**src/gdce_pkg.sv**
```systemverilog
// shared types and constants for the gop descriptor cache evictor
package gdce_pkg;

  localparam int DEPTH_DEF = 64;

  localparam int SIZE_W = 24;
  localparam int TIME_W = 32;
  localparam int MAXB_W = 32;
  localparam int MIND_W = 16;
  localparam int CFG_W = 32;
  localparam int CFG_IDX_W = 1;

  localparam int EVC_W = 7;
  localparam int FCNT_W = 7;
  localparam int BTOT_W = 30;
  localparam int KPOS_W = 6;

  localparam logic [MAXB_W-1:0] MAX_BYTES_RST = 32'd4194304;
  localparam logic [MIND_W-1:0] MIN_DUR_RST = 16'd2000;

  localparam logic [CFG_IDX_W-1:0] REG_MAX_BYTES = 1'd0;
  localparam logic [CFG_IDX_W-1:0] REG_MIN_DUR = 1'd1;

  localparam logic CMD_PUSH = 1'b0;
  localparam logic CMD_CLEAR = 1'b1;

  typedef struct packed {
    logic take;
    logic clr;
    logic head_rd;
    logic full_apply;
    logic push_wr;
    logic fwd_init;
    logic fwd_run;
    logic bwd_init;
    logic bwd_run;
    logic bwd_apply;
    logic drop_apply;
    logic key1;
    logic span_set;
    logic res;
  } ctl_t;

  typedef struct packed {
    logic fwd_done;
    logic bwd_done;
    logic full;
    logic empty;
    logic need;
    logic many_keys;
    logic over;
    logic cfg_kick;
  } sts_t;

endpackage

```
**src/gdce_ram.sv**
```systemverilog
// generic single-port-write ram with registered read
module gdce_ram #(
  parameter int W = 8,
  parameter int D = 64
) (
  input  logic                 clk,
  input  logic                 we,
  input  logic [$clog2(D)-1:0] waddr,
  input  logic [W-1:0]         wdata,
  input  logic [$clog2(D)-1:0] raddr,
  output logic [W-1:0]         rdata
);

  logic [W-1:0] mem [D];

  always_ff @(posedge clk) begin
    if (we) begin
      mem[waddr] <= wdata;
    end
    rdata <= mem[raddr];
  end

endmodule

```
**src/gdce_dp.sv**
```systemverilog
// datapath: descriptor ring, scan accumulators, eviction bookkeeping, result registers
module gdce_dp import gdce_pkg::*; #(
  parameter int DEPTH = DEPTH_DEF
) (
  input  logic                 clk,
  input  logic                 rst,
  input  logic                 cfg_we,
  input  logic [CFG_IDX_W-1:0] cfg_index,
  input  logic [CFG_W-1:0]     cfg_data,
  input  logic [SIZE_W-1:0]    frame_bytes,
  input  logic [TIME_W-1:0]    frame_time_ms,
  input  logic                 is_keyframe,
  input  logic                 is_video,
  input  ctl_t                 ctl,
  output sts_t                 sts,
  output logic                 done,
  output logic [EVC_W-1:0]     evicted_count,
  output logic [FCNT_W-1:0]    frame_count,
  output logic [BTOT_W-1:0]    byte_total,
  output logic                 has_keyframe,
  output logic [KPOS_W-1:0]    last_key_position,
  output logic [TIME_W-1:0]    span_ms,
  output logic                 full_drop
);

  localparam int AW = $clog2(DEPTH);
  localparam int CW = $clog2(DEPTH + 1);
  localparam int BW = SIZE_W + CW;
  localparam int XW = (BW > MAXB_W) ? BW : MAXB_W;
  localparam int RW = 1 + TIME_W + SIZE_W;

  function automatic logic [AW-1:0] slot_of(input logic [AW-1:0] h, input logic [CW-1:0] p);
    logic [CW:0] s;
    s = (CW + 1)'(h) + (CW + 1)'(p);
    if (s >= (CW + 1)'(DEPTH)) s = s - (CW + 1)'(DEPTH);
    return s[AW-1:0];
  endfunction

  // configuration
  logic [MAXB_W-1:0] max_bytes;
  logic [MIND_W-1:0] min_dur;

  // ring bookkeeping
  logic [AW-1:0] head;
  logic [CW-1:0] count;
  logic [BW-1:0] bytes;
  logic [AW-1:0] key_off;
  logic          key_pres;
  logic [CW-1:0] evicted;
  logic          full;
  logic [TIME_W-1:0] span;

  // latched request
  logic [SIZE_W-1:0] in_size;
  logic [TIME_W-1:0] in_time;
  logic              in_key;

  // scan state
  logic [CW-1:0] pos;
  logic          rd_vld;
  logic [CW-1:0] rd_pos;
  logic [TIME_W-1:0] mn, mx;
  logic [1:0]    nkeys;
  logic [CW-1:0] k0, klast;

  // backward pass state
  logic [BW-1:0]     sb;
  logic [TIME_W-1:0] smin;
  logic              seen;
  logic              tf, ff;
  logic [CW-1:0]     nt_pos, of_pos;
  logic [BW-1:0]     nt_bytes, of_bytes;

  // ram
  logic [AW-1:0] raddr, waddr;
  logic [RW-1:0] rdata, wdata;
  logic [SIZE_W-1:0] r_size;
  logic [TIME_W-1:0] r_time;
  logic              r_key;

  assign {r_key, r_time, r_size} = rdata;
  assign waddr = slot_of(head, count);
  assign wdata = {in_key, in_time, in_size};

  gdce_ram #(.W(RW), .D(DEPTH)) u_ram (
    .clk   (clk),
    .we    (ctl.push_wr),
    .waddr (waddr),
    .wdata (wdata),
    .raddr (raddr),
    .rdata (rdata)
  );

  logic fwd_issue, bwd_issue;
  logic [CW-1:0] bpos;
  assign fwd_issue = ctl.fwd_run && (pos < count);
  assign bwd_issue = ctl.bwd_run && (pos != '0);
  assign bpos = pos - CW'(1);

  always_comb begin
    if (ctl.head_rd) raddr = head;
    else if (ctl.bwd_run) raddr = slot_of(head, bpos);
    else raddr = slot_of(head, pos);
  end

  // span of the forward scan
  logic [TIME_W-1:0] span_c;
  assign span_c = (mx >= mn) ? (mx - mn) : '0;

  logic over;
  assign over = XW'(bytes) > XW'(max_bytes);

  // single surviving keyframe after front drops
  logic key1_keep;
  assign key1_keep = (nkeys == 2'd1) && (k0 >= evicted);

  assign sts.fwd_done = (pos >= count) && !rd_vld;
  assign sts.bwd_done = (pos == '0) && !rd_vld;
  assign sts.full = (count >= CW'(DEPTH));
  assign sts.empty = (count == '0);
  assign sts.over = over;
  assign sts.need = over || ((TIME_W + 1)'(span_c) > (TIME_W + 1)'({min_dur, 1'b0}));
  assign sts.many_keys = nkeys[1];
  assign sts.cfg_kick = cfg_we && (cfg_index inside {REG_MAX_BYTES, REG_MIN_DUR});

  // backward pass candidate evaluation
  logic [BW-1:0]     sb_n;
  logic [TIME_W-1:0] smin_n;
  logic [TIME_W-1:0] dur;
  logic              fits, cand, taken;
  always_comb begin
    sb_n = sb + BW'(r_size);
    smin_n = (r_time < smin) ? r_time : smin;
    dur = (mx >= smin_n) ? (mx - smin_n) : '0;
    fits = XW'(sb_n) <= XW'(max_bytes);
    cand = r_key && (rd_pos != k0);
    taken = cand && ((dur >= TIME_W'(min_dur)) || (fits && !seen));
  end

  // chosen boundary
  logic [CW-1:0] bnd;
  logic [BW-1:0] bnd_bytes;
  logic [CW:0]   hsum;
  always_comb begin
    if (ff) begin
      bnd = of_pos;
      bnd_bytes = of_bytes;
    end else if (tf) begin
      bnd = nt_pos;
      bnd_bytes = nt_bytes;
    end else begin
      bnd = '0;
      bnd_bytes = bytes;
    end
    hsum = (CW + 1)'(head) + (CW + 1)'(bnd);
    if (hsum >= (CW + 1)'(DEPTH)) hsum = hsum - (CW + 1)'(DEPTH);
  end

  always_ff @(posedge clk) begin
    if (rst) begin
      max_bytes <= MAX_BYTES_RST;
      min_dur <= MIN_DUR_RST;
      head <= '0;
      count <= '0;
      bytes <= '0;
      key_off <= '0;
      key_pres <= 1'b0;
      evicted <= '0;
      full <= 1'b0;
      span <= '0;
      pos <= '0;
      rd_vld <= 1'b0;
      done <= 1'b0;
    end else begin
      done <= ctl.res;
      rd_vld <= fwd_issue || bwd_issue;

      if (cfg_we) begin
        if (cfg_index == REG_MAX_BYTES) max_bytes <= cfg_data;
        else if (cfg_index == REG_MIN_DUR) min_dur <= cfg_data[MIND_W-1:0];
      end

      if (ctl.take) begin
        evicted <= '0;
        full <= 1'b0;
      end

      if (ctl.clr) begin
        head <= '0;
        count <= '0;
        bytes <= '0;
        key_off <= '0;
        key_pres <= 1'b0;
        span <= '0;
      end

      if (ctl.full_apply) begin
        bytes <= bytes - BW'(r_size);
        head <= (head == AW'(DEPTH - 1)) ? '0 : head + AW'(1);
        count <= count - CW'(1);
        full <= 1'b1;
        if (key_pres) begin
          if (key_off == '0) key_pres <= 1'b0;
          else key_off <= key_off - AW'(1);
        end
      end

      if (ctl.push_wr) begin
        count <= count + CW'(1);
        bytes <= bytes + BW'(in_size);
        if (in_key) begin
          key_off <= AW'(count);
          key_pres <= 1'b1;
        end
      end

      if (ctl.drop_apply) begin
        bytes <= bytes - BW'(r_size);
        head <= (head == AW'(DEPTH - 1)) ? '0 : head + AW'(1);
        count <= count - CW'(1);
        evicted <= evicted + CW'(1);
      end

      // at most one keyframe held: it just shifts down by the drop count
      if (ctl.key1) begin
        key_pres <= key1_keep;
        key_off <= key1_keep ? AW'(k0 - evicted) : '0;
      end

      if (ctl.bwd_apply) begin
        head <= hsum[AW-1:0];
        count <= count - bnd;
        bytes <= bnd_bytes;
        evicted <= bnd;
        key_pres <= 1'b1;
        key_off <= AW'(klast - bnd);
      end

      if (ctl.span_set) begin
        span <= (count == '0) ? '0 : span_c;
      end

      if (ctl.fwd_init) pos <= '0;
      else if (ctl.bwd_init) pos <= count;
      else if (fwd_issue) pos <= pos + CW'(1);
      else if (bwd_issue) pos <= bpos;
    end
  end

  // payload and scan accumulators
  always_ff @(posedge clk) begin
    if (ctl.take) begin
      in_size <= frame_bytes;
      in_time <= frame_time_ms;
      in_key <= is_keyframe & is_video;
    end

    rd_pos <= ctl.bwd_run ? bpos : pos;

    if (ctl.fwd_init) begin
      mn <= '1;
      mx <= '0;
      nkeys <= '0;
      k0 <= '0;
      klast <= '0;
    end else if (ctl.fwd_run && rd_vld) begin
      if (r_time < mn) mn <= r_time;
      if (r_time > mx) mx <= r_time;
      if (r_key) begin
        if (nkeys == 2'd0) k0 <= rd_pos;
        if (!nkeys[1]) nkeys <= nkeys + 2'd1;
        klast <= rd_pos;
      end
    end

    if (ctl.bwd_init) begin
      sb <= '0;
      smin <= '1;
      seen <= 1'b0;
      tf <= 1'b0;
      ff <= 1'b0;
      nt_pos <= '0;
      of_pos <= '0;
      nt_bytes <= '0;
      of_bytes <= '0;
    end else if (ctl.bwd_run && rd_vld) begin
      sb <= sb_n;
      smin <= smin_n;
      if (cand) seen <= 1'b1;
      // newest taken boundary is the fallback, oldest taken one that fits wins
      if (taken && !tf) begin
        tf <= 1'b1;
        nt_pos <= rd_pos;
        nt_bytes <= sb_n;
      end
      if (taken && fits) begin
        ff <= 1'b1;
        of_pos <= rd_pos;
        of_bytes <= sb_n;
      end
    end

    if (ctl.res) begin
      evicted_count <= EVC_W'(evicted);
      frame_count <= FCNT_W'(count);
      byte_total <= BTOT_W'(bytes);
      has_keyframe <= key_pres;
      last_key_position <= KPOS_W'(key_off);
      span_ms <= span;
      full_drop <= full;
    end
  end

endmodule

```
**config.mk**
```make
export PLATFORM = sky130hd
export DESIGN_NAME = gdce_dp
export DESIGN_NICKNAME = d
export VERILOG_FILES = /design/src/gdce_pkg.sv /design/src/gdce_ram.sv /design/src/gdce_dp.sv
export SDC_FILE = /design/constraint.sdc
export NUM_CORES = 2
export LEC_CHECK = 0
export BUFFER_PORTS_ARGS = -buffer_cell sky130_fd_sc_hd__buf_2
export CAP_MARGIN = 20
export CORE_MARGIN = 2
export CORE_UTILIZATION = 35
export DETAILED_ROUTE_END_ITERATION = 10
export PLACE_DENSITY = 0.53
export SLEW_MARGIN = 0
export SYNTH_ARGS = -nofsm -noshare
export SYNTH_HDL_FRONTEND = slang
export SYNTH_SLANG_ARGS = --single-unit
```
**constraint.sdc**
```tcl
create_clock -name clk -period 9.3 [get_ports clk]
set_input_delay 1.395 -clock clk [delete_from_list [all_inputs] [get_ports clk]]
set_output_delay 1.395 -clock clk [all_outputs]
set_load 0.01 [all_outputs]
```
# --- After elaboration in Yosys (flattened, before gate mapping) ---
# Memory sizes are Yosys's and may differ from the RTL's. A register that Yosys moved wholly into a read port is not among the register bits.
# Cells that the tools add are included.
# W data, S select, Z words.
word_totals:
  regBits: 517
  latch_bits: 0
  ramBits: 3648
  romBits: 0
  in_bits: 108
  output_inout_bits: 93
  elab_cells: 189
  n_memories: 1
mem_list:
  columns: ["name", "words", "width", "rd", "rd_clocked_by_memory_dff", "wr", "line", "rtl"]
  rows:
  - ["u_ram.mem", 64, 57, 1, 1, 1, "gdce_ram.sv:14", "logic [W-1:0] mem [D];"]
classes:
  add_sub_neg: 24
  multipliers: 0
  div_mod_pow: 0
  magnitude_cmp: 17
  n_eq_ne: 4
  shifts: 0
  muxes: 60
  n_bitwise: 3
  reduce_logical: 41
ops:
  columns: ["op", "count"]
  rows:
  - ["$mux W31", 7]
  - ["$mux W32", 6]
  - ["$mux W6", 20]
  - ["$mux W7", 14]
  - ["$ge A32 B32 Y1", 2]
  - ["$lt A32 B32 Y1", 2]
  - ["$sub A32 B32 Y32", 2]
  - ["$add A31 B24 Y31", 2]
  - ["$add A6 B7 Y8", 4]
  - ["$ge A32 B16 Y1", 1]
  - ["$ge A8 B7 Y1 const B", 4]
  - ["$gt A31 B32 Y1", 1]
  - ["$gt A32 B17 Y1", 1]
  - ["$gt A32 B32 Y1", 1]
  - ["$le A31 B32 Y1", 1]
  - ["$sub A31 B24 Y31", 1]
  - ["$sub A6 B1 Y6 const B", 5]
  - ["$add A7 B1 Y7 const B", 3]
  - ["$reduce_and A2 Y1", 9]
  - ["$ge A7 B7 Y1", 2]
  - ["$logic_not A7 Y1", 2]
  - ["$sub A7 B1 Y7 const B", 2]
  - ["$logic_and A1 B1 Y1", 12]
  - ["$mux W1", 12]
  - ["24 further kinds", 33]

# --- Longest topological paths before layout ---
logic_depth:
  depth_word: 9
  ltp_mapped: 42
  ltp_nobuf: 36

# --- Cells and area by module ---
# From an unflattened synthesis, not the netlist that was laid out.
hier_totals:
  cells_unflattened: 9722
  area_unflattened_um2: 173536.4
by_module_without_submodules:
  columns: ["mod", "n_inst", "cells_per_inst", "area_each_um2", "seq_area_each_um2"]
  rows:
  - ["gdce_ram", 1, 5760, 139525.1, 110686.2]
  - ["gdce_dp", 1, 3962, 34011.4, 11761.3]

# --- Least setup slack after synthesis ---
# Ideal clock, no wire load.
synth_path:
  kind: "reg-to-reg"
  from: "register smin[1]"
  to: "register of_bytes[27]"
  setup_time_ns: 0.072
  arrival_ns: 7.580
  required_ns: 9.228
  slack_ns: 1.649
  stages_incl_launch_ff: 41
  synth_period_minus_slack_ns: 7.651
  cell_sequence: "dfxtp_1 > inv_1 > ha_1 > a21o_1 > a21o_1 > a21o_1 > a21o_1 > a21o_1 > a21o_1 > a211oi_1 > o21ai_1 > clkbuf_1 > clkbuf_1 > o21ai_0 > ha_1 > inv_1 > fa_1 > a21oi_2 > (+5 left out) > o31ai_1 > clkbuf_1 > nor2_1 > ha_1 > a21o_1 > a21oi_1 > nor2_1 > a2111oi_0 > nor2_1 > a211o_1 > a221oi_1 > nand4_1 > nor4_2 > or4_1 > buf_2 > buf_6 > buf_6 > mux2i_1"
synth_via:
  elab_chain_cells: 9
  elab_cells_between_ends: 10
  classes_between: "1 x add/sub; 3 x order compare; 2 x mux; 4 x reduce/logical"
synth_rtl:
  columns: ["item", "line", "rtl"]
  rows:
  - ["from (decl)", "gdce_dp.sv:68", "logic [TIME_W-1:0] smin;"]
  - ["from (signal assigned)", "gdce_dp.sv:288", "smin <= smin_n;"]
  - ["$lt A32 B32 Y1 *", "gdce_dp.sv:133", "smin_n = (r_time < smin) ? r_time : smin;"]
  - ["$mux W32 *", "gdce_dp.sv:133", null]
  - ["net smin_n[0]", "gdce_dp.sv:128", "logic [TIME_W-1:0] smin_n;"]
  - ["$sub A32 B32 Y32 or $ge A32 B32 Y1 (tied branches)", "gdce_dp.sv:134", "dur = (mx >= smin_n) ? (mx - smin_n) : '0;"]
  - ["$mux W32 *", "gdce_dp.sv:134", null]
  - ["$ge A32 B16 Y1 *", "gdce_dp.sv:137", "taken = cand && ((dur >= TIME_W'(min_dur)) || (fits && !seen));"]
  - ["$logic_or A1 B1 Y1 *", "gdce_dp.sv:137", null]
  - ["$logic_and A1 B1 Y1 *", "gdce_dp.sv:137", null]
  - ["$logic_and A1 B1 Y1 *", "gdce_dp.sv:296", "if (taken && fits) begin"]
  - ["$reduce_and A2 Y1 (no source line) *", null, null]
  - ["to (signal assigned)", "gdce_dp.sv:299", "of_bytes <= sb_n;"]
  - ["to (decl)", "gdce_dp.sv:72", "logic [BW-1:0] nt_bytes, of_bytes;"]
# The timed path passes the listed nets; every way through them passes the cells marked *.
# A chain may end at the register's enable or synchronous reset.

# --- Worst setup path after layout ---
layout_path:
  from: "register u_ram.rdata[37] (read register of u_ram.mem)"
  to: "register of_bytes[14]"
layout_via:
  elab_chain_cells: 9
  elab_cells_between_ends: 10
  classes_between: "1 x add/sub; 3 x order compare; 2 x mux; 4 x reduce/logical"
layout_rtl:
  columns: ["item", "line", "rtl"]
  rows:
  - ["from (decl)", "gdce_ram.sv:11", "output logic [W-1:0] rdata"]
  - ["$lt A32 B32 Y1 *", "gdce_dp.sv:133", null]
  - ["$mux W32 *", "gdce_dp.sv:133", null]
  - ["net smin_n[0]", "gdce_dp.sv:128", null]
  - ["$sub A32 B32 Y32 or $ge A32 B32 Y1 (tied branches)", "gdce_dp.sv:134", null]
  - ["$mux W32 *", "gdce_dp.sv:134", null]
  - ["$ge A32 B16 Y1 *", "gdce_dp.sv:137", null]
  - ["$logic_or A1 B1 Y1 *", "gdce_dp.sv:137", null]
  - ["$logic_and A1 B1 Y1 *", "gdce_dp.sv:137", null]
  - ["$logic_and A1 B1 Y1 *", "gdce_dp.sv:296", null]
  - ["$reduce_and A2 Y1 (no source line) *", null, null]
# Marked as above.

==> results by group <==
Logic synthesis
  – Yosys cell types: 82
  – Syn_area_per_cell: 17.4 um2
  – Largest family of logic cells by synthesized area: multiplexers
  – Synthesized area: 175000 um2
  – Mux cell area share after synthesis: 14.0%
  – Mapped Cells: 10031
  – Synth Area in Adders: 2.81%
  – Synthesized Nets: 10524
  – Flops & latches, synth: 4222
  – Post-synthesis xor/xnor area fraction: 0.903%
  – Post-Synth Simple-Gate Area: 3.97%
  – Compound-cell area share of the yosys netlist: 6.37%
  – Post-synthesis sequential area ratio: 70.1%
  – Post-synth EDFFs: 3789
  – Synth Flop Type: edfxtp_1
  – Ys async rst share: 0%
  – Yosys warning total: 0

Floorplan
  – Die area: 504000 um2
  – Die height: 710 um
  – Die width: 710 um
  – Std cell rows: 259
  – Initial Util: 35.1%
  – Core Area: 497000 um2
  – Top Ports: 201

CTS
  – Htree depth: 5
  – CTS root buf: clkbuf_16
  – CTS tree: built
  – Reg clk slew, reported paths: 0.06 ns
  – Number of buffers created by CTS: 440
  – Later-pin clock latency in the skew report: 1.05 ns
  – Clock sink count: 4222
  – Post-CTS Setup Bufs: 0
  – Clk buf depth: 4

Power
  – Pwr Total: 49.2 mW
  – Static Leak: 65.9 nW
  – Cell area power density: 246 nW/um2
  – Peak VDD IR: 157 uV

Global routing
  – GR Util All Layers: 20.6%
  – Number of global-route vias before repair: 97541
  – First-pass GRT wire length: 745 mm
  – Gr ovfl total: 0
  – Pin count of the biggest net entering global routing: 113
  – Initial antenna violation count: 46

STA
  – Clk_skew: 0.0985 ns
  – Fin. Hold Viols: 0
  – Post-route setup TNS: 0 ns
  – Endpoints failing setup: 0
  – Slew headroom: 18.8%
  – Fin crit share: 90.9%
  – Worst slew pin tran: 1.22 ns
  – Max-slew violations: 0
  – Hold Slack: 0.433 ns
  – Minimum clock period: 8.45 ns
  – RSZ-0062 raised after global routing: false
  – Fmax: 118 MHz

Worst setup path
  – Crit-path max FO: 17
  – Critical Path RT: 10.20 ns
  – Worst EP arrival: 9.36 ns
  – Critical path endpoint category: flip-flop
  – CP Class: flip-flop to flip-flop
  – CP max stage delay: 0.47 ns
  – Startpoint Class: flip-flop
  – Critical-path top delay cell: o21ai_1
  – Crit path buf inv count: 4
  – CP delay by family, top: compound AO/OA/AOI/OAI gates

Final layout
  – Synth-to-layout area growth: 14.6%
  – Fillers: 44588
  – Share of cells above drive strength 1: 20.1%
  – Nets: 10961
  – Final Non-Filler Cells: 17515
  – Final core occ: 40.2%

Status
  – Outcome: finished with violations
  – Failing checks: DRC

Flow run
  – Max-cap violation count: 0

Route
  – Via-per-instance ratio: 5.57
  – Drt drc: 60
  – Drt initial violations: 11498
  – DR vias: 97536
  – Remaining antenna violation count: 0
  – WL per Instance: 30.3 um
  – Drt pass-1 iters: 9
  – Final WL: 531 mm

Worst hold path
  – Hold Path Class: flip-flop to flip-flop

Place
  – Final Wtd Congestion: 0.862
  – Post-DP HPWL: 314 mm
  – Placed cells: 16681
  – Number of port buffers: 200
-- logic make-up after synthesis --
family / count (synthesis)
compound gates: 1679
xor+xnor: 180
fa+ha+maj: 385
buf+inv: 835
flops: 4222
mux: 1299
simple gates: 1431
-- Yosys cell counts, types with 8 or more instances --
master / count / area share, %
edfxtp_1: 3789 / 65
mux4_2: 912 / 12
a21oi_1: 580 / 1.7
a211oi_1: 466 / 2.0
dfxtp_1: 433 / 5.0
nand2_1: 391 / 0.84
mux2i_1: 385 / 2.2
clkbuf_1: 380 / 0.82
ha_1: 374 / 2.7
nor2_1: 368 / 0.79
inv_1: 290 / 0.62
nor2b_1: 258 / 0.92
buf_1: 136 / 0.29
a21o_1: 125 / 0.54
o21ai_0: 120 / 0.34
xnor2_1: 112 / 0.56
nand2b_1: 93 / 0.33
nand3_1: 85 / 0.24
o21a_1: 75 / 0.32
a211o_1: 69 / 0.35
xor2_1: 68 / 0.34
nor3_1: 61 / 0.17
nand4_1: 55 / 0.20
a22oi_1: 30 / 0.13
o211ai_1: 28 / 0.12
a221oi_1: 24 / 0.12
and3_1: 22 / 0.079
nor4_1: 21 / 0.075
buf_2: 20 / 0.057
o21bai_1: 19 / 0.082
or3_1: 17 / 0.061
or2_2: 15 / 0.054
a31oi_1: 14 / 0.050
o31ai_1: 14 / 0.060
and2_1: 13 / 0.047
fa_1: 11 / 0.13
nand3b_1: 8 / 0.034
o2111ai_1: 8 / 0.040
-- where the power goes --
part           switching [mW]  leakage [nW]  internal, mW
clock                    7.50          6.91          10.0
combinational            6.17          21.2          3.69
sequential              0.444          37.8          21.4
total                    14.1          65.9          35.1
-- what timing repair did --
action,4_1_cts,5_1_grt
endpoints found under the setup margin,0,20
hold buffers,0,0
resized for setup,0,1
-- stage by stage --
stage	area, um2	setup slack, ns
floorplan	175000	1.65
global placement	186000	0.390
detailed placement	186000	0.557
CTS	200000	0.523
global route	200000	0.102
finish	200000	0.848
-- area by class of cell --
| type | count | area (um2) | share of cell area (%) |
|---|---|---|---|
| sequential | 4222 | 122000 | 61.2 |
| timing repair buffer | 539 | 4350 | 2.17 |
| tap | 6655 | 8330 | 4.16 |
| clock buffer | 545 | 11600 | 5.79 |
| inverter | 291 | 1090 | 0.547 |
| multi-input combinational | 4974 | 49600 | 24.8 |
| clock inverter | 269 | 2610 | 1.31 |
| antenna | 20 | 50.0 | 0.0250 |
-- worst paths after layout --
kind,from,slack [ns],depth (start not counted),endpoint
max,u_ram.rdata[37],0.85,36,of_bytes[14]
min,span[5],0.43,0,span_ms[5]
max reg2reg,u_ram.rdata[37],0.85,36,of_bytes[14]
min reg2reg,span[5],0.43,0,span_ms[5]
-- per-layer routing --
metal  part of all wire (%)  track usage (%)  wire [um]
met1                     44             29.3     232000
met3                    6.7             2.83      35400
met2                     47             33.3     250000
met5                 0.0088                0         47
met4                    2.7             5.24      14100
-- flip-flops by register name, indices dropped and copies added (netlist names), 16 cells and up --
signal and flops:
nt_bytes 31, mn 32, u_ram.rdata 57, mx 32, of_bytes 31, sb 31
in_size 24, span_ms 32, bytes 31, max_bytes 32, span 32, byte_total 30
smin 32, u_ram.mem 3648, min_dur 16, in_time 32
-- cell usage in the layout, fill, tap and decap left out, types with 118 or more instances in the layout --
cell type  instances
a211oi_1         466
clkinv_1         118
inv_1            289
a21o_1           125
a21oi_1          568
dfxtp_1          432
mux4_2           912
clkbuf_16        446
o21ai_0          119
nor2_1           301
mux2i_1          384
nand2_1          390
ha_1             374
buf_2            197
nor2b_1          257
edfxtp_1        3789
buf_4            277
(Power assumes the default switching activity.)
