`config.mk`:
```
export PLATFORM = sky130hd
export DESIGN_NAME = gdce_ctrl
export DESIGN_NICKNAME = d
export VERILOG_FILES = /design/src/gdce_pkg.sv /design/src/gdce_ctrl.sv
export SDC_FILE = /design/constraint.sdc
export NUM_CORES = 1
export LEC_CHECK = 0
export BUFFER_PORTS_ARGS = -buffer_cell sky130_fd_sc_hd__buf_4
export CAP_MARGIN = 0
export CORE_MARGIN = 2
export CORE_UTILIZATION = 50
export CTS_BUF_LIST = sky130_fd_sc_hd__clkbuf_16
export DETAILED_ROUTE_END_ITERATION = 8
export GPL_TIMING_DRIVEN = 0
export PLACE_DENSITY = 0.76
export SLEW_MARGIN = 20
export SYNTH_ARGS = -nofsm -noshare
export SYNTH_HDL_FRONTEND = slang
export SYNTH_SLANG_ARGS = --single-unit
```
`constraint.sdc`:
```
create_clock -name clk -period 4.2 [get_ports clk]
set_input_delay 0.42 -clock clk [delete_from_list [all_inputs] [get_ports clk]]
set_output_delay 0.42 -clock clk [all_outputs]
set_load 0.01 [all_outputs]
```
`src/gdce_pkg.sv`:
```
// shared types and constants for the gop descriptor cache evictor
package gdce_pkg;

  localparam int DEPTH_DEF = 64;

  localparam int SIZE_W = 24;
  localparam int TIME_W = 32;
  localparam int MAXB_W = 32;
  localparam int MIND_W = 16;
  localparam int CFG_W = 32;
  localparam int CFG_IDX_W = 1;

  localparam int EVC_W = 7;
  localparam int FCNT_W = 7;
  localparam int BTOT_W = 30;
  localparam int KPOS_W = 6;

  localparam logic [MAXB_W-1:0] MAX_BYTES_RST = 32'd4194304;
  localparam logic [MIND_W-1:0] MIN_DUR_RST = 16'd2000;

  localparam logic [CFG_IDX_W-1:0] REG_MAX_BYTES = 1'd0;
  localparam logic [CFG_IDX_W-1:0] REG_MIN_DUR = 1'd1;

  localparam logic CMD_PUSH = 1'b0;
  localparam logic CMD_CLEAR = 1'b1;

  typedef struct packed {
    logic take;
    logic clr;
    logic head_rd;
    logic full_apply;
    logic push_wr;
    logic fwd_init;
    logic fwd_run;
    logic bwd_init;
    logic bwd_run;
    logic bwd_apply;
    logic drop_apply;
    logic key1;
    logic span_set;
    logic res;
  } ctl_t;

  typedef struct packed {
    logic fwd_done;
    logic bwd_done;
    logic full;
    logic empty;
    logic need;
    logic many_keys;
    logic over;
    logic cfg_kick;
  } sts_t;

endpackage

```
`src/gdce_ctrl.sv`:
```
// controller state machine sequencing push, clear and eviction passes
module gdce_ctrl import gdce_pkg::*; (
  input  logic clk,
  input  logic rst,
  input  logic start,
  input  logic cmd,
  input  sts_t sts,
  output ctl_t ctl,
  output logic busy
);

  typedef enum logic [14:0] {
    S_IDLE = 15'b000000000000001,
    S_CLR  = 15'b000000000000010,
    S_FRD  = 15'b000000000000100,
    S_FAP  = 15'b000000000001000,
    S_WR   = 15'b000000000010000,
    S_EVS  = 15'b000000000100000,
    S_FWD  = 15'b000000001000000,
    S_CHK  = 15'b000000010000000,
    S_DRD  = 15'b000000100000000,
    S_DAP  = 15'b000001000000000,
    S_BWD  = 15'b000010000000000,
    S_BAP  = 15'b000100000000000,
    S_SPN  = 15'b001000000000000,
    S_SFN  = 15'b010000000000000,
    S_RES  = 15'b100000000000000
  } state_t;

  state_t state, state_next;
  logic quiet, quiet_next;

  always_ff @(posedge clk) begin
    if (rst) begin
      state <= S_IDLE;
      quiet <= 1'b0;
    end else begin
      state <= state_next;
      quiet <= quiet_next;
    end
  end

  assign busy = (state != S_IDLE);

  always_comb begin
    ctl = '0;
    state_next = state;
    quiet_next = quiet;
    case (state)
      S_IDLE: begin
        if (start) begin
          ctl.take = 1'b1;
          quiet_next = 1'b0;
          if (cmd == CMD_CLEAR) state_next = S_CLR;
          else if (sts.full) state_next = S_FRD;
          else state_next = S_WR;
        end else if (sts.cfg_kick) begin
          // clears the drop counter so the keyframe shift starts from zero
          ctl.take = 1'b1;
          quiet_next = 1'b1;
          state_next = S_EVS;
        end
      end
      S_CLR: begin
        ctl.clr = 1'b1;
        state_next = S_RES;
      end
      S_FRD: begin
        ctl.head_rd = 1'b1;
        state_next = S_FAP;
      end
      S_FAP: begin
        ctl.full_apply = 1'b1;
        state_next = S_WR;
      end
      S_WR: begin
        ctl.push_wr = 1'b1;
        state_next = S_EVS;
      end
      S_EVS: begin
        ctl.fwd_init = 1'b1;
        state_next = S_FWD;
      end
      S_FWD: begin
        ctl.fwd_run = 1'b1;
        if (sts.fwd_done) state_next = S_CHK;
      end
      S_CHK: begin
        if (!sts.need) begin
          ctl.span_set = 1'b1;
          state_next = quiet ? S_IDLE : S_RES;
        end else if (!sts.many_keys) begin
          state_next = S_DRD;
        end else begin
          ctl.bwd_init = 1'b1;
          state_next = S_BWD;
        end
      end
      S_DRD: begin
        if (!sts.empty && sts.over) begin
          ctl.head_rd = 1'b1;
          state_next = S_DAP;
        end else begin
          ctl.key1 = 1'b1;
          ctl.fwd_init = 1'b1;
          state_next = S_SPN;
        end
      end
      S_DAP: begin
        ctl.drop_apply = 1'b1;
        state_next = S_DRD;
      end
      S_BWD: begin
        ctl.bwd_run = 1'b1;
        if (sts.bwd_done) state_next = S_BAP;
      end
      S_BAP: begin
        ctl.bwd_apply = 1'b1;
        ctl.fwd_init = 1'b1;
        state_next = S_SPN;
      end
      S_SPN: begin
        ctl.fwd_run = 1'b1;
        if (sts.fwd_done) state_next = S_SFN;
      end
      S_SFN: begin
        ctl.span_set = 1'b1;
        state_next = quiet ? S_IDLE : S_RES;
      end
      S_RES: begin
        ctl.res = 1'b1;
        state_next = S_IDLE;
      end
      default: begin
        state_next = S_IDLE;
      end
    endcase
  end

endmodule

```
# Word-level counts from Yosys, hierarchy flattened
# Cells that the tools add are included.
[word_totals]
ff_bits = 16
in_bits = 12
out_inout_bits = 15
wordCells = 64
[classes]
eq_ne = 20
mux = 35
reduce_logical = 7
[ops]
columns = ["cell", "n"]
rows = [
  ["15-bit case mux with 14 select lines", 1],
  ["15-bit 2-to-1 mux", 7],
  ["1-bit 2-to-1 mux", 20],
  ["15-bit by 1-bit equality test with 1-bit output, second input constant", 1],
  ["15-bit by 10-bit equality test with 1-bit output, second input constant", 1],
  ["15-bit by 11-bit equality test with 1-bit output, second input constant", 1],
  ["15-bit by 12-bit equality test with 1-bit output, second input constant", 1],
  ["15-bit by 13-bit equality test with 1-bit output, second input constant", 1],
  ["15-bit by 14-bit equality test with 1-bit output, second input constant", 1],
  ["15-bit equality test, second input constant", 1],
  ["15-bit by 2-bit equality test with 1-bit output, second input constant", 1],
  ["15-bit by 3-bit equality test with 1-bit output, second input constant", 1],
  ["15-bit by 4-bit equality test with 1-bit output, second input constant", 1],
  ["15-bit by 5-bit equality test with 1-bit output, second input constant", 1],
  ["15-bit by 6-bit equality test with 1-bit output, second input constant", 1],
  ["15-bit by 7-bit equality test with 1-bit output, second input constant", 1],
  ["15-bit by 8-bit equality test with 1-bit output, second input constant", 1],
  ["15-bit by 9-bit equality test with 1-bit output, second input constant", 1],
  ["15-bit by 1-bit inequality test with 1-bit output, second input constant", 1],
  ["13-bit 2-to-1 mux", 1],
  ["11-bit 2-to-1 mux", 1],
  ["5-bit 2-to-1 mux", 2],
  ["2-bit inequality test, second input constant", 3],
  ["1-bit case mux with 2 select lines", 3],
  ["7 further kinds", 8],
]

# Logic depth before layout (Yosys ltp)
# Gate-level depths: netlist (run 1).
[logic_depth]
ltp_word = 4
depth_mapped = 8
mapped_depth_nobuf = 7

# Worst setup path after synthesis (run 1)
# Ideal clock, no wire load.
[synth_timing]
path_kind = "reg-to-output"
start = "reg state[6]"
end = "out ctl[8] (netlist name)"
t_arrival_ps = 1775
required_ps = 3780
path_slack_ps = 2005
stages_incl_launch_ff = 7
cell_sequence = "dfxtp_1 -> buf_2 -> nor4_1 -> nand4_1 -> nor3b_1 -> nor2_1 -> nand2_1"
[synth_rtl]
columns = ["item", "line_no", "rtl"]
rows = [
  ["start, declared", "gdce_ctrl.sv:30", "state_t state, state_next;"],
  ["start signal, assigned", "gdce_ctrl.sv:38", "state <= state_next;"],
  ["end, declared", "gdce_ctrl.sv:8", "output ctl_t ctl,"],
]

==> reports/summary.md, run 1 <==
• **combinational share of power** 0.255
• **dominant delay contributor by cell family on the critical path** simple AND/OR/NAND/NOR gates
• **top achievable clock speed** 0.372 GHz
• **headroom to the max-slew limit** 0.500
• **Initial DRC Count** 26
• **half-perimeter wire length of the detailed placement result** 1950 µm
• **cell chain of the critical path** buf_2 > nor4_1 > nand4_1 > nor3b_1 > nor2_1 > nand2_1 > buf_4
• **height of the die** 50.0 µm
• **Critical Path Slowest Stage Cell** sky130_fd_sc_hd__nor4_1
• **PnR Total Power** 480 µW
• **routing usage on met2** 0.428
• **CP Data Required Time** 3.78 ns
• **Crit path largest cell delay** 0.64 ns
• **worst vdd ir** 353 µV
• **sequential group share of total power** 0.357
• **net count of the mapped netlist** 149
• **pin slew with the least headroom to its limit** 0.743 ns
• **worst setup path start** state[6]
• **Initial Utilization** 0.535
• **number of CTS-inserted buffers** 3
• **Top-Level Pins** 27
• **initial antenna violation count** 0
• **Critical Setup Path Class** flip-flop to primary output
• **final critical-path share of the clock period** 0.640
• **clock tree from TritonCTS** yes
• **number of distinct library cells after synthesis** 39
• **global routing usage on met3** 0.0636
• **source-to-sink clock delay at the later pin of the worst-skew pair** 0.25 ns
• **switching portion of total power** 0.292
• **Post-Syn Area** 0.00106 mm²
• **Post-synth ARST share** 0
• **total congestion overflow** 0
• **via total after detailed routing** 1098
• **arrival time at the worst endpoint** 2.27 ns
• **result of the run** completed
• **clock network fraction of total power** 0.388
• **synthesis-to-layout area growth** 29.0%
• **switching power summed over all nets** 140 µW
• **worst setup skew after layout** 0.00161 ns
• **dominant synthesized flop cell** sky130_fd_sc_hd__dfxtp_1
• **via count of the first global-routing pass** 1030
• **H-tree depth reported by CTS** 1
• **final routed DRC violation total** 0
• **setup repair after global routing missed its margin** no
• **worst path buffer plus inverter count** 2
• **power per cell area** 351 mW/mm²
• **global route hottest layer** met2
• **Setup-failing EPs final** 0
• **detailed-router iteration count before antenna repair** 4
• **number of cells upsized or downsized after cts** 0
• **final slew viol count** 0
• **post-synthesis register bit count** 16
• **postcts setup bufs** 0
• **synthesized instance count** 137
• **chip width** 50.0 µm
• **maximum number of pins on one net before global-route repair** 11
• **clock tree root driver cell** sky130_fd_sc_hd__clkbuf_16
• **remaining number of nets flagged by the antenna check after routing** 0
• **Site Rows** 16
• **global-route wire length before repair** 4530 µm
• **launch point of the worst reg-to-reg path** state[6]
• **critical path capture point type** primary output
• **total negative setup slack** 0 ns
• **Min Clock Period, post-route** 2.69 ns
• **number of antenna cells inserted** 0
• **DR vias/cell** 5.66
• **static power due to leakage** 0.629 nW
• **Num Clock Sinks** 16
• **Post-Synthesis Mean Instance Area** 7.74 µm²
• **Overall Global Routing Usage** 0.238
• **met1 track demand over resource** 0.276
• **kind of launch point of the worst setup path** flip-flop
• **fraction of final layout cells sized beyond drive strength 1** 0.269
• **Max Buffers Root-to-Sink** 2
• **core outline area** 0.00198 mm²
• **final hold viol count** 0
• **clock edge transition at the registers on the reported setup and hold paths** 0.05 ns
• **path class of the lowest-slack min-delay path** input pin to flip-flop
• **smallest setup slack after layout** 1.51 ns
• **Final Wtd Congestion** 0.877
• **total of hold buffers inserted after clock tree synthesis** 0
• **worst-path fanout max** 8
• **Maximum Capacitance Violations** 0
• **sequential cell area fraction in the yosys report** 0.302
• **sum of routed wire length over all layers** 2630 µm
• **number of warnings reported in the yosys synthesis log** 0
• **average detailed-routed wire length per instance** 13.6 µm
• **Port Buf Inserts** 26
• **number of enable flip-flop cells after synthesis** 0
• **DP Worst Slack** 1.80 ns
• **die area** 0.00250 mm²
• **fin nets** 180
• **Pint** 340 µW
• **worst hold path startpoint** cmd
-- cell usage in the layout, fill, tap and decap left out, types with 3 or more instances in the layout --
cell type                    n
sky130_fd_sc_hd__or4_1       4
sky130_fd_sc_hd__nor4b_1     4
sky130_fd_sc_hd__nor3_1      9
sky130_fd_sc_hd__clkbuf_16   3
sky130_fd_sc_hd__xor2_1      4
sky130_fd_sc_hd__nand3_1     5
sky130_fd_sc_hd__clkbuf_1    3
sky130_fd_sc_hd__nand2_1     9
sky130_fd_sc_hd__a21oi_1     8
sky130_fd_sc_hd__inv_1       7
sky130_fd_sc_hd__or2_2       4
sky130_fd_sc_hd__nor2_1     21
sky130_fd_sc_hd__buf_4      27
sky130_fd_sc_hd__nand4_1     4
sky130_fd_sc_hd__nor3b_1     3
sky130_fd_sc_hd__dfxtp_1    16
-- final cells by class --
cell class	instances	area, µm²
timing repair buffer	26	195
buffer	6	28.8
sequential	16	320
clock inverter	1	3.75
inverter	7	26.3
multi-input combinational	108	684
tap	27	33.8
clock buffer	3	75.1
fill	169	614
-- power by group through the flow --
| stage | registers [mW] | logic, mW | clock network, mW |
|---|---|---|---|
| final | 0.171 | 0.122 | 0.186 |
| after global placement | 0.174 | 0.119 | 0 |
| after global routing | 0.173 | 0.136 | 0.198 |
| after CTS | 0.171 | 0.123 | 0.189 |
| after floorplan | 0.172 | 0.0834 | 0 |
| after detailed placement | 0.174 | 0.120 | 0 |
-- worst paths after layout --
check | end | slack, ns | cells past startpoint
worst min-delay path | state[2] | 0.35 | 2
worst max register to register | state[0] | 2.00 | 7
worst max-delay path | ctl[8] | 1.51 | 7
worst min register to register | state[14] | 0.56 | 3
-- flip-flops by register name, summed over array words and instances (netlist names) --
name	flops
quiet	1
state	15
-- cell families (layout without fill, tap and decap cells) --
kind of cell	after synthesis	count (layout)	synth area share
flops	16	16	0.302
xor+xnor	6	6	0.0496
mux	1	1	0.00945
compound gates	18	18	0.104
buf+inv	13	43	0.0520
simple gates	83	83	0.483
-- cell usage after synthesis, drive strengths merged (5+ instances only) --
| library cell | instances | area, µm² |
|---|---|---|
| nor2 | 21 | 78.8 |
| nor3 | 10 | 55.1 |
| inv | 7 | 26.3 |
| a21oi | 8 | 40.0 |
| dfxtp | 16 | 320 |
| or4 | 5 | 41.3 |
| nand3 | 5 | 25.0 |
| nand2 | 10 | 45.0 |
| nor4 | 5 | 73.8 |
-- layer usage --
metal | up-vias | part of all wire | wire length [µm]
met5 | - | 0 | 0
met1 | 506 | 0.41 | 1070
li1 | 556 | - | -
met3 | 4 | 0.051 | 135
met2 | 32 | 0.53 | 1400
met4 | 0 | 0.0080 | 21
-- worst reg2reg max path, delay by kind of cell, from the launching register on --
kind                   cells  cell delay, ns
and+or+nand+nor            4            1.46
DFF                        1            0.29
AOI/OAI and AO/OA          2            0.17
buffers and inverters      1            0.16
-- metrics by stage --
step	utilization	std cells	hold slack [ns]	cell area (µm²)
after detailed placement	0.650	190	0.539	1290
after global routing	0.690	194	0.361	1370
after global placement	0.650	190	0.516	1290
final	0.690	194	0.354	1370
after floorplan	-	137	0.488	1060
after CTS	0.690	194	0.356	1370
Power figures use the tool's default switching activity.
==> run 2, diff against run 1 <==
--- a/config.mk
+++ b/config.mk
@@ -8,11 +8,11 @@
 export BUFFER_PORTS_ARGS = -buffer_cell sky130_fd_sc_hd__buf_4
 export CAP_MARGIN = 0
 export CORE_MARGIN = 2
-export CORE_UTILIZATION = 50
+export CORE_UTILIZATION = 47
 export CTS_BUF_LIST = sky130_fd_sc_hd__clkbuf_16
 export DETAILED_ROUTE_END_ITERATION = 8
 export GPL_TIMING_DRIVEN = 0
-export PLACE_DENSITY = 0.76
+export PLACE_DENSITY = 0.75
 export SLEW_MARGIN = 20
 export SYNTH_ARGS = -nofsm -noshare
 export SYNTH_HDL_FRONTEND = slang
==> constraint.sdc (replaced) <==
create_clock -name clk -period 2.46 [get_ports clk]
set_input_delay 0.246 -clock clk [delete_from_list [all_inputs] [get_ports clk]]
set_output_delay 0.246 -clock clk [all_outputs]
set_load 0.01 [all_outputs]
==> run 2 against run 1 <==
Global-route usage is 1.4 points lower; total power is 76% higher; clock skew is 0.0017 ns higher; largest cell class unchanged; flip-flop and latch count stayed put; highest routed layer unchanged; cell count is 1.5% higher.
==> reports/summary.md, run 2 (synthesis results as in run 1) <==
• **result of the run** completed
• **worst r2r dst** state[11]
• **via total after detailed routing** 1144
• **worst-path fanout max** 9
• **commonest non-fill, non-tap cell in the layout** sky130_fd_sc_hd__buf_4
• **final routed DRC violation total** 0
• **H-tree depth reported by CTS** 1
• **fin nets** 182
• **WHS Endpoint** state[2]
• **clock tree from TritonCTS** yes
• **headroom to the max-slew limit** 0.658
• **path class of the lowest-slack min-delay path** input pin to flip-flop
• **fraction of final layout cells sized beyond drive strength 1** 0.290
• **Sequential Area** 320 µm²
• **remaining number of nets flagged by the antenna check after routing** 0
• **sum of routed wire length over all layers** 2760 µm
• **clock tree root driver cell** sky130_fd_sc_hd__clkbuf_16
• **flip-flop count of the largest register after layout** 15
• **worst hold path startpoint** cmd
• **number of antenna cells inserted** 0
• **leading registers by flop count** state: 15 flops, quiet: 1 flops
• **setup repair after global routing missed its margin** no
• **Critical Path Slowest Stage Cell** sky130_fd_sc_hd__or4_1
• **DR vias/cell** 5.81
• **final critical-path share of the clock period** 0.944
• **worst setup path start** state[7]
• **maximum number of pins on one net before global-route repair** 11
• **final hold viol count** 0
• **detailed-router iteration count before antenna repair** 4
• **cell depth of the worst min-delay path** 2
• **arrival time at the worst endpoint** 2.08 ns
• **multi-input logic area** 717 µm²
• **die area** 0.00265 mm²
• **top achievable clock speed** 0.431 GHz
• **Top-Level Pins** 27
• **CP Data Required Time** 2.21 ns
• **worst setup skew after layout** 0.00328 ns
• **global-route wire length before repair** 4430 µm
• **total congestion overflow** 0
• **commonest cells after routing, fill and taps aside** sky130_fd_sc_hd__buf_4, sky130_fd_sc_hd__nor2_1, sky130_fd_sc_hd__dfxtp_1
• **Setup-failing EPs final** 0
• **Critical Setup Path Class** flip-flop to primary output
• **height of the die** 51.5 µm
• **Site Rows** 17
• **Initial DRC Count** 10
• **cell count after placement** 191
• **Overall Global Routing Usage** 0.225
• **final slew viol count** 0
• **number of filler cells placed in the layout** 201
• **Reg with most FFs** state
• **Crit path largest cell delay** 0.55 ns
• **number of CTS-inserted buffers** 3
• **half-perimeter wire length of the detailed placement result** 1970 µm
• **core outline area** 0.00217 mm²
• **clock edge transition at the registers on the reported setup and hold paths** 0.05 ns
• **Final Wtd Congestion** 0.889
• **Initial Utilization** 0.488
• **total negative setup slack** 0 ns
• **static power due to leakage** 0.656 nW
• **initial antenna violation count** 0
• **Min Clock Period, post-route** 2.32 ns
• **critical path capture point type** primary output
• **kind of launch point of the worst setup path** flip-flop
• **average detailed-routed wire length per instance** 14.0 µm
• **Num Clock Sinks** 16
• **number of cell instances on the worst register-to-register path** 7
• **cell chain of the critical path** clkbuf_1 > or4_1 > nor4_4 > nand3_1 > nor2_2 > nor2_1 > nand2_1 > buf_4
• **Port Buf Inserts** 26
• **Maximum Capacitance Violations** 0
• **pin slew with the least headroom to its limit** 0.512 ns
• **launch point of the worst reg-to-reg path** state[8]
• **source-to-sink clock delay at the later pin of the worst-skew pair** 0.25 ns
• **number of standard cells in the layout, taps in and fillers out** 197
• **power per cell area** 596 mW/mm²
• **chip width** 51.5 µm
• **synthesis-to-layout area growth** 33.6%
• **worst vdd ir** 372 µV
• **worst reg-to-reg setup slack** 0.35 ns
• **Max Buffers Root-to-Sink** 2
• **via count of the first global-routing pass** 960
-- run 2: cell count changes in the layout (fill, tap and decap cells not counted) --
cell / before / now
sky130_fd_sc_hd__buf_4: 27 / 29
sky130_fd_sc_hd__nor2_1: 21 / 20
sky130_fd_sc_hd__nor2_2: 0 / 1
sky130_fd_sc_hd__nor3_2: 1 / 0
sky130_fd_sc_hd__nor3_4: 0 / 1
sky130_fd_sc_hd__nor4_1: 1 / 0
sky130_fd_sc_hd__nor4_2: 2 / 1
sky130_fd_sc_hd__nor4_4: 2 / 4
-- run 2: per-stage QoR --
stage | power [mW] | util | area, µm² | setup slack, ns | hold slack, ns
3_5_place_dp | 0.504 | 0.595 | 1290 | 0.289 | 0.434
6_report | 0.844 | 0.653 | 1420 | 0.137 | 0.176
2_1_floorplan | 0.436 | - | 1060 | 0.439 | 0.323
5_1_grt | 0.881 | 0.653 | 1420 | 0.00247 | 0.186
3_3_place_gp | 0.500 | 0.595 | 1290 | 0.275 | 0.433
4_1_cts | 0.824 | 0.631 | 1370 | 0.0179 | 0.178
-- run 2: where the power goes --
| part | internal (mW) | leakage (nW) | switching (mW) |
|---|---|---|---|
| Combinational | 0.107 | 0.488 | 0.120 |
| Clock | 0.216 | 0.0385 | 0.107 |
| Sequential | 0.272 | 0.130 | 0.0228 |
-- run 2: final cells by class --
cell class / instances / area share
Multi-Input combinational cell: 108 / 0.506
Sequential cell: 16 / 0.226
Timing Repair Buffer: 28 / 0.148
Clock buffer: 3 / 0.0530
Tap cell: 28 / 0.0247
Buffer: 6 / 0.0203
Inverter: 7 / 0.0186
Clock inverter: 1 / 0.00265
-- run 2: critical path, delay by kind of cell, from the launching register on --
family / cells / cell delay [ns]
buffers and inverters: 2 / 0.33
DFF: 1 / 0.29
and+or+nand+nor: 6 / 1.21
-- run 2: repair_timing --
action | in CTS | in global routing
endpoints found under the setup margin | 0 | 7
gates resized for setup | 0 | 5
hold buffers | 0 | 0
buffers inserted | 0 | 2
endpoints found under the hold margin | 0 | 0
-- run 2: routing by layer --
metal | track usage | vias up | wire [µm]
met4 | 0.0833 | 0 | 51
li1 | - | 559 | -
met5 | 0 | - | 0
met3 | 0.0322 | 7 | 117
met2 | 0.382 | 41 | 1370
met1 | 0.285 | 537 | 1220
-- run 2: worst max path at each step --
stage                        end  slack (ns)
after detailed placement  ctl[8]        0.29
after floorplan           ctl[8]        0.44
after CTS                 ctl[8]        0.02
final                     ctl[8]        0.14
after global placement    ctl[8]        0.27
after global routing      ctl[8]       0.002
==> run 3, diff against run 2 <==
--- a/config.mk
+++ b/config.mk
@@ -12,6 +12,7 @@
 export CTS_BUF_LIST = sky130_fd_sc_hd__clkbuf_16
 export DETAILED_ROUTE_END_ITERATION = 8
 export GPL_TIMING_DRIVEN = 0
+export MAX_ROUTING_LAYER = met4
 export PLACE_DENSITY = 0.75
 export SLEW_MARGIN = 20
 export SYNTH_ARGS = -nofsm -noshare
==> run 3 against run 2 <==
Wire length decreased by 2.2%; sequential power is essentially flat; clock power down 1%; die area is the same; via count shrank 3.0%; sequential share of layout area is 0.14 points lower; largest power group unchanged.
==> reports/summary.md, run 3 (synthesis results as in run 1) <==
• **result of the run** completed
• **commonest cells after routing, fill and taps aside** sky130_fd_sc_hd__buf_4, sky130_fd_sc_hd__nor2_1, sky130_fd_sc_hd__dfxtp_1
• **Setup-failing EPs final** 0
• **final critical-path share of the clock period** 0.947
• **source-to-sink clock delay at the later pin of the worst-skew pair** 0.24 ns
• **Maximum Capacitance Violations** 0
• **half-perimeter wire length of the detailed placement result** 1990 µm
• **core outline area** 0.00217 mm²
• **remaining number of nets flagged by the antenna check after routing** 0
• **worst-path fanout max** 10
• **Post-Route Utilization** 0.657
• **number of standard cells in the layout, taps in and fillers out** 197
• **via total after detailed routing** 1110
• **DP Worst Slack** 0.263 ns
• **sum of routed wire length over all layers** 2700 µm
• **power per cell area** 591 mW/mm²
• **worst vdd ir** 491 µV
• **average detailed-routed wire length per instance** 13.7 µm
• **synthesis-to-layout area growth** 34.5%
• **clock edge transition at the registers on the reported setup and hold paths** 0.05 ns
• **Port Buf Inserts** 26
• **fin nets** 182
• **fraction of final layout cells sized beyond drive strength 1** 0.302
• **DR vias/cell** 5.63
• **CP Data Required Time** 2.21 ns
• **Min Clock Period, post-route** 2.33 ns
• **final hold viol count** 0
• **pin slew with the least headroom to its limit** 0.524 ns
• **H-tree depth reported by CTS** 1
• **Top-Level Pins** 27
• **arrival time at the worst endpoint** 2.08 ns
• **clock tree from TritonCTS** yes
• **Overall Global Routing Usage** 0.222
• **headroom to the max-slew limit** 0.651
• **Max Buffers Root-to-Sink** 2
• **global-route wire length before repair** 4320 µm
• **kind of launch point of the worst setup path** flip-flop
• **detailed-router iteration count before antenna repair** 4
• **Final Wtd Congestion** 0.903
• **total congestion overflow** 0
• **Initial Utilization** 0.488
• **PnR Total Power** 843 µW
• **multi-input logic area** 726 µm²
• **number of antenna cells inserted** 0
• **flip-flop count of the largest register after layout** 15
• **initial antenna violation count** 0
• **final routed DRC violation total** 0
• **static power due to leakage** 0.655 nW
• **Reg with most FFs** state
• **Num Clock Sinks** 16
• **critical path capture point type** primary output
• **Critical Setup Path Class** flip-flop to primary output
• **Site Rows** 17
• **commonest non-fill, non-tap cell in the layout** sky130_fd_sc_hd__buf_4
• **cell count after placement** 191
• **worst reg-to-reg setup slack** 0.37 ns
• **path class of the lowest-slack min-delay path** input pin to flip-flop
• **leading registers by flop count** state: 15 flops, quiet: 1 flops
• **clock tree root driver cell** sky130_fd_sc_hd__clkbuf_16
• **final slew viol count** 0
• **number of filler cells placed in the layout** 184
• **Initial DRC Count** 11
• **chip width** 51.5 µm
• **number of CTS-inserted buffers** 3
• **top achievable clock speed** 0.429 GHz
• **smallest setup slack after layout** 0.131 ns
• **height of the die** 51.5 µm
• **Sequential Area** 320 µm²
• **die area** 0.00265 mm²
• **Fin Hold WS** 0.178 ns
• **maximum number of pins on one net before global-route repair** 11
• **via count of the first global-routing pass** 938
• **worst setup skew after layout** 0.00206 ns
==> run 3: cell count changes in the layout (fill, tap and decap cells not counted) <==
| cell | delta |
|---|---|
| sky130_fd_sc_hd__nor3_2 | +1 |
| sky130_fd_sc_hd__nor3_1 | -1 |
| sky130_fd_sc_hd__or4_1 | -1 |
| sky130_fd_sc_hd__or4_4 | +1 |
==> run 3: cell type report <==
| type | count | share of cell area |
|---|---|---|
| Multi-Input combinational cell | 108 | 0.509 |
| Sequential cell | 16 | 0.225 |
| Inverter | 7 | 0.0184 |
| Buffer | 6 | 0.0202 |
| Timing Repair Buffer | 28 | 0.147 |
| Clock buffer | 3 | 0.0527 |
| Clock inverter | 1 | 0.00263 |
| Tap cell | 28 | 0.0246 |
==> run 3: path summary, 6_finish.rpt <==
| path | from | endpoint | depth (start not counted) |
|---|---|---|---|
| hold / removal | cmd | state[2] | 2 |
| setup / recovery | state[12] | ctl[8] | 8 |
| hold reg to reg | quiet | state[14] | 3 |
| setup reg to reg | state[8] | state[13] | 7 |
==> run 3: report_power, final <==
part	internal, mW	switching [mW]	leakage (nW)
registers	0.272	0.0222	0.130
clock network	0.216	0.103	0.0385
logic	0.109	0.121	0.487
==> run 3: through the flow <==
step	TNS (ns)	area (µm²)
after floorplan	0	1060
after global placement	0	1290
after detailed placement	0	1290
after CTS	0	1380
after global routing	-0.00603	1430
final	0	1430
==> run 3: critical path: stages, from the launching register on <==
cell	delay, ns
sky130_fd_sc_hd__dfxtp_1	0.29
sky130_fd_sc_hd__buf_4	0.17
sky130_fd_sc_hd__or4_1	0.53
sky130_fd_sc_hd__nor4_4	0.30
sky130_fd_sc_hd__nand3_1	0.13
sky130_fd_sc_hd__nor2_2	0.13
sky130_fd_sc_hd__nor2_1	0.07
sky130_fd_sc_hd__nand2_1	0.09
sky130_fd_sc_hd__buf_4	0.11
==> run 3: routing by layer <==
metal | GRT usage | vias to the layer above | share of wire
li1 | - | 559 | -
met1 | 0.283 | 515 | 0.44
met2 | 0.380 | 32 | 0.52
met3 | 0.0263 | 4 | 0.035
met4 | 0.0395 | 0 | 0.0067
met5 | - | - | 0
==> run 3: timing repair <==
action,in CTS,in global routing
pin swaps,0,2
hold buffers,0,0
setup buffers,0,2
endpoints found under the setup margin,3,2
resized for setup,1,6
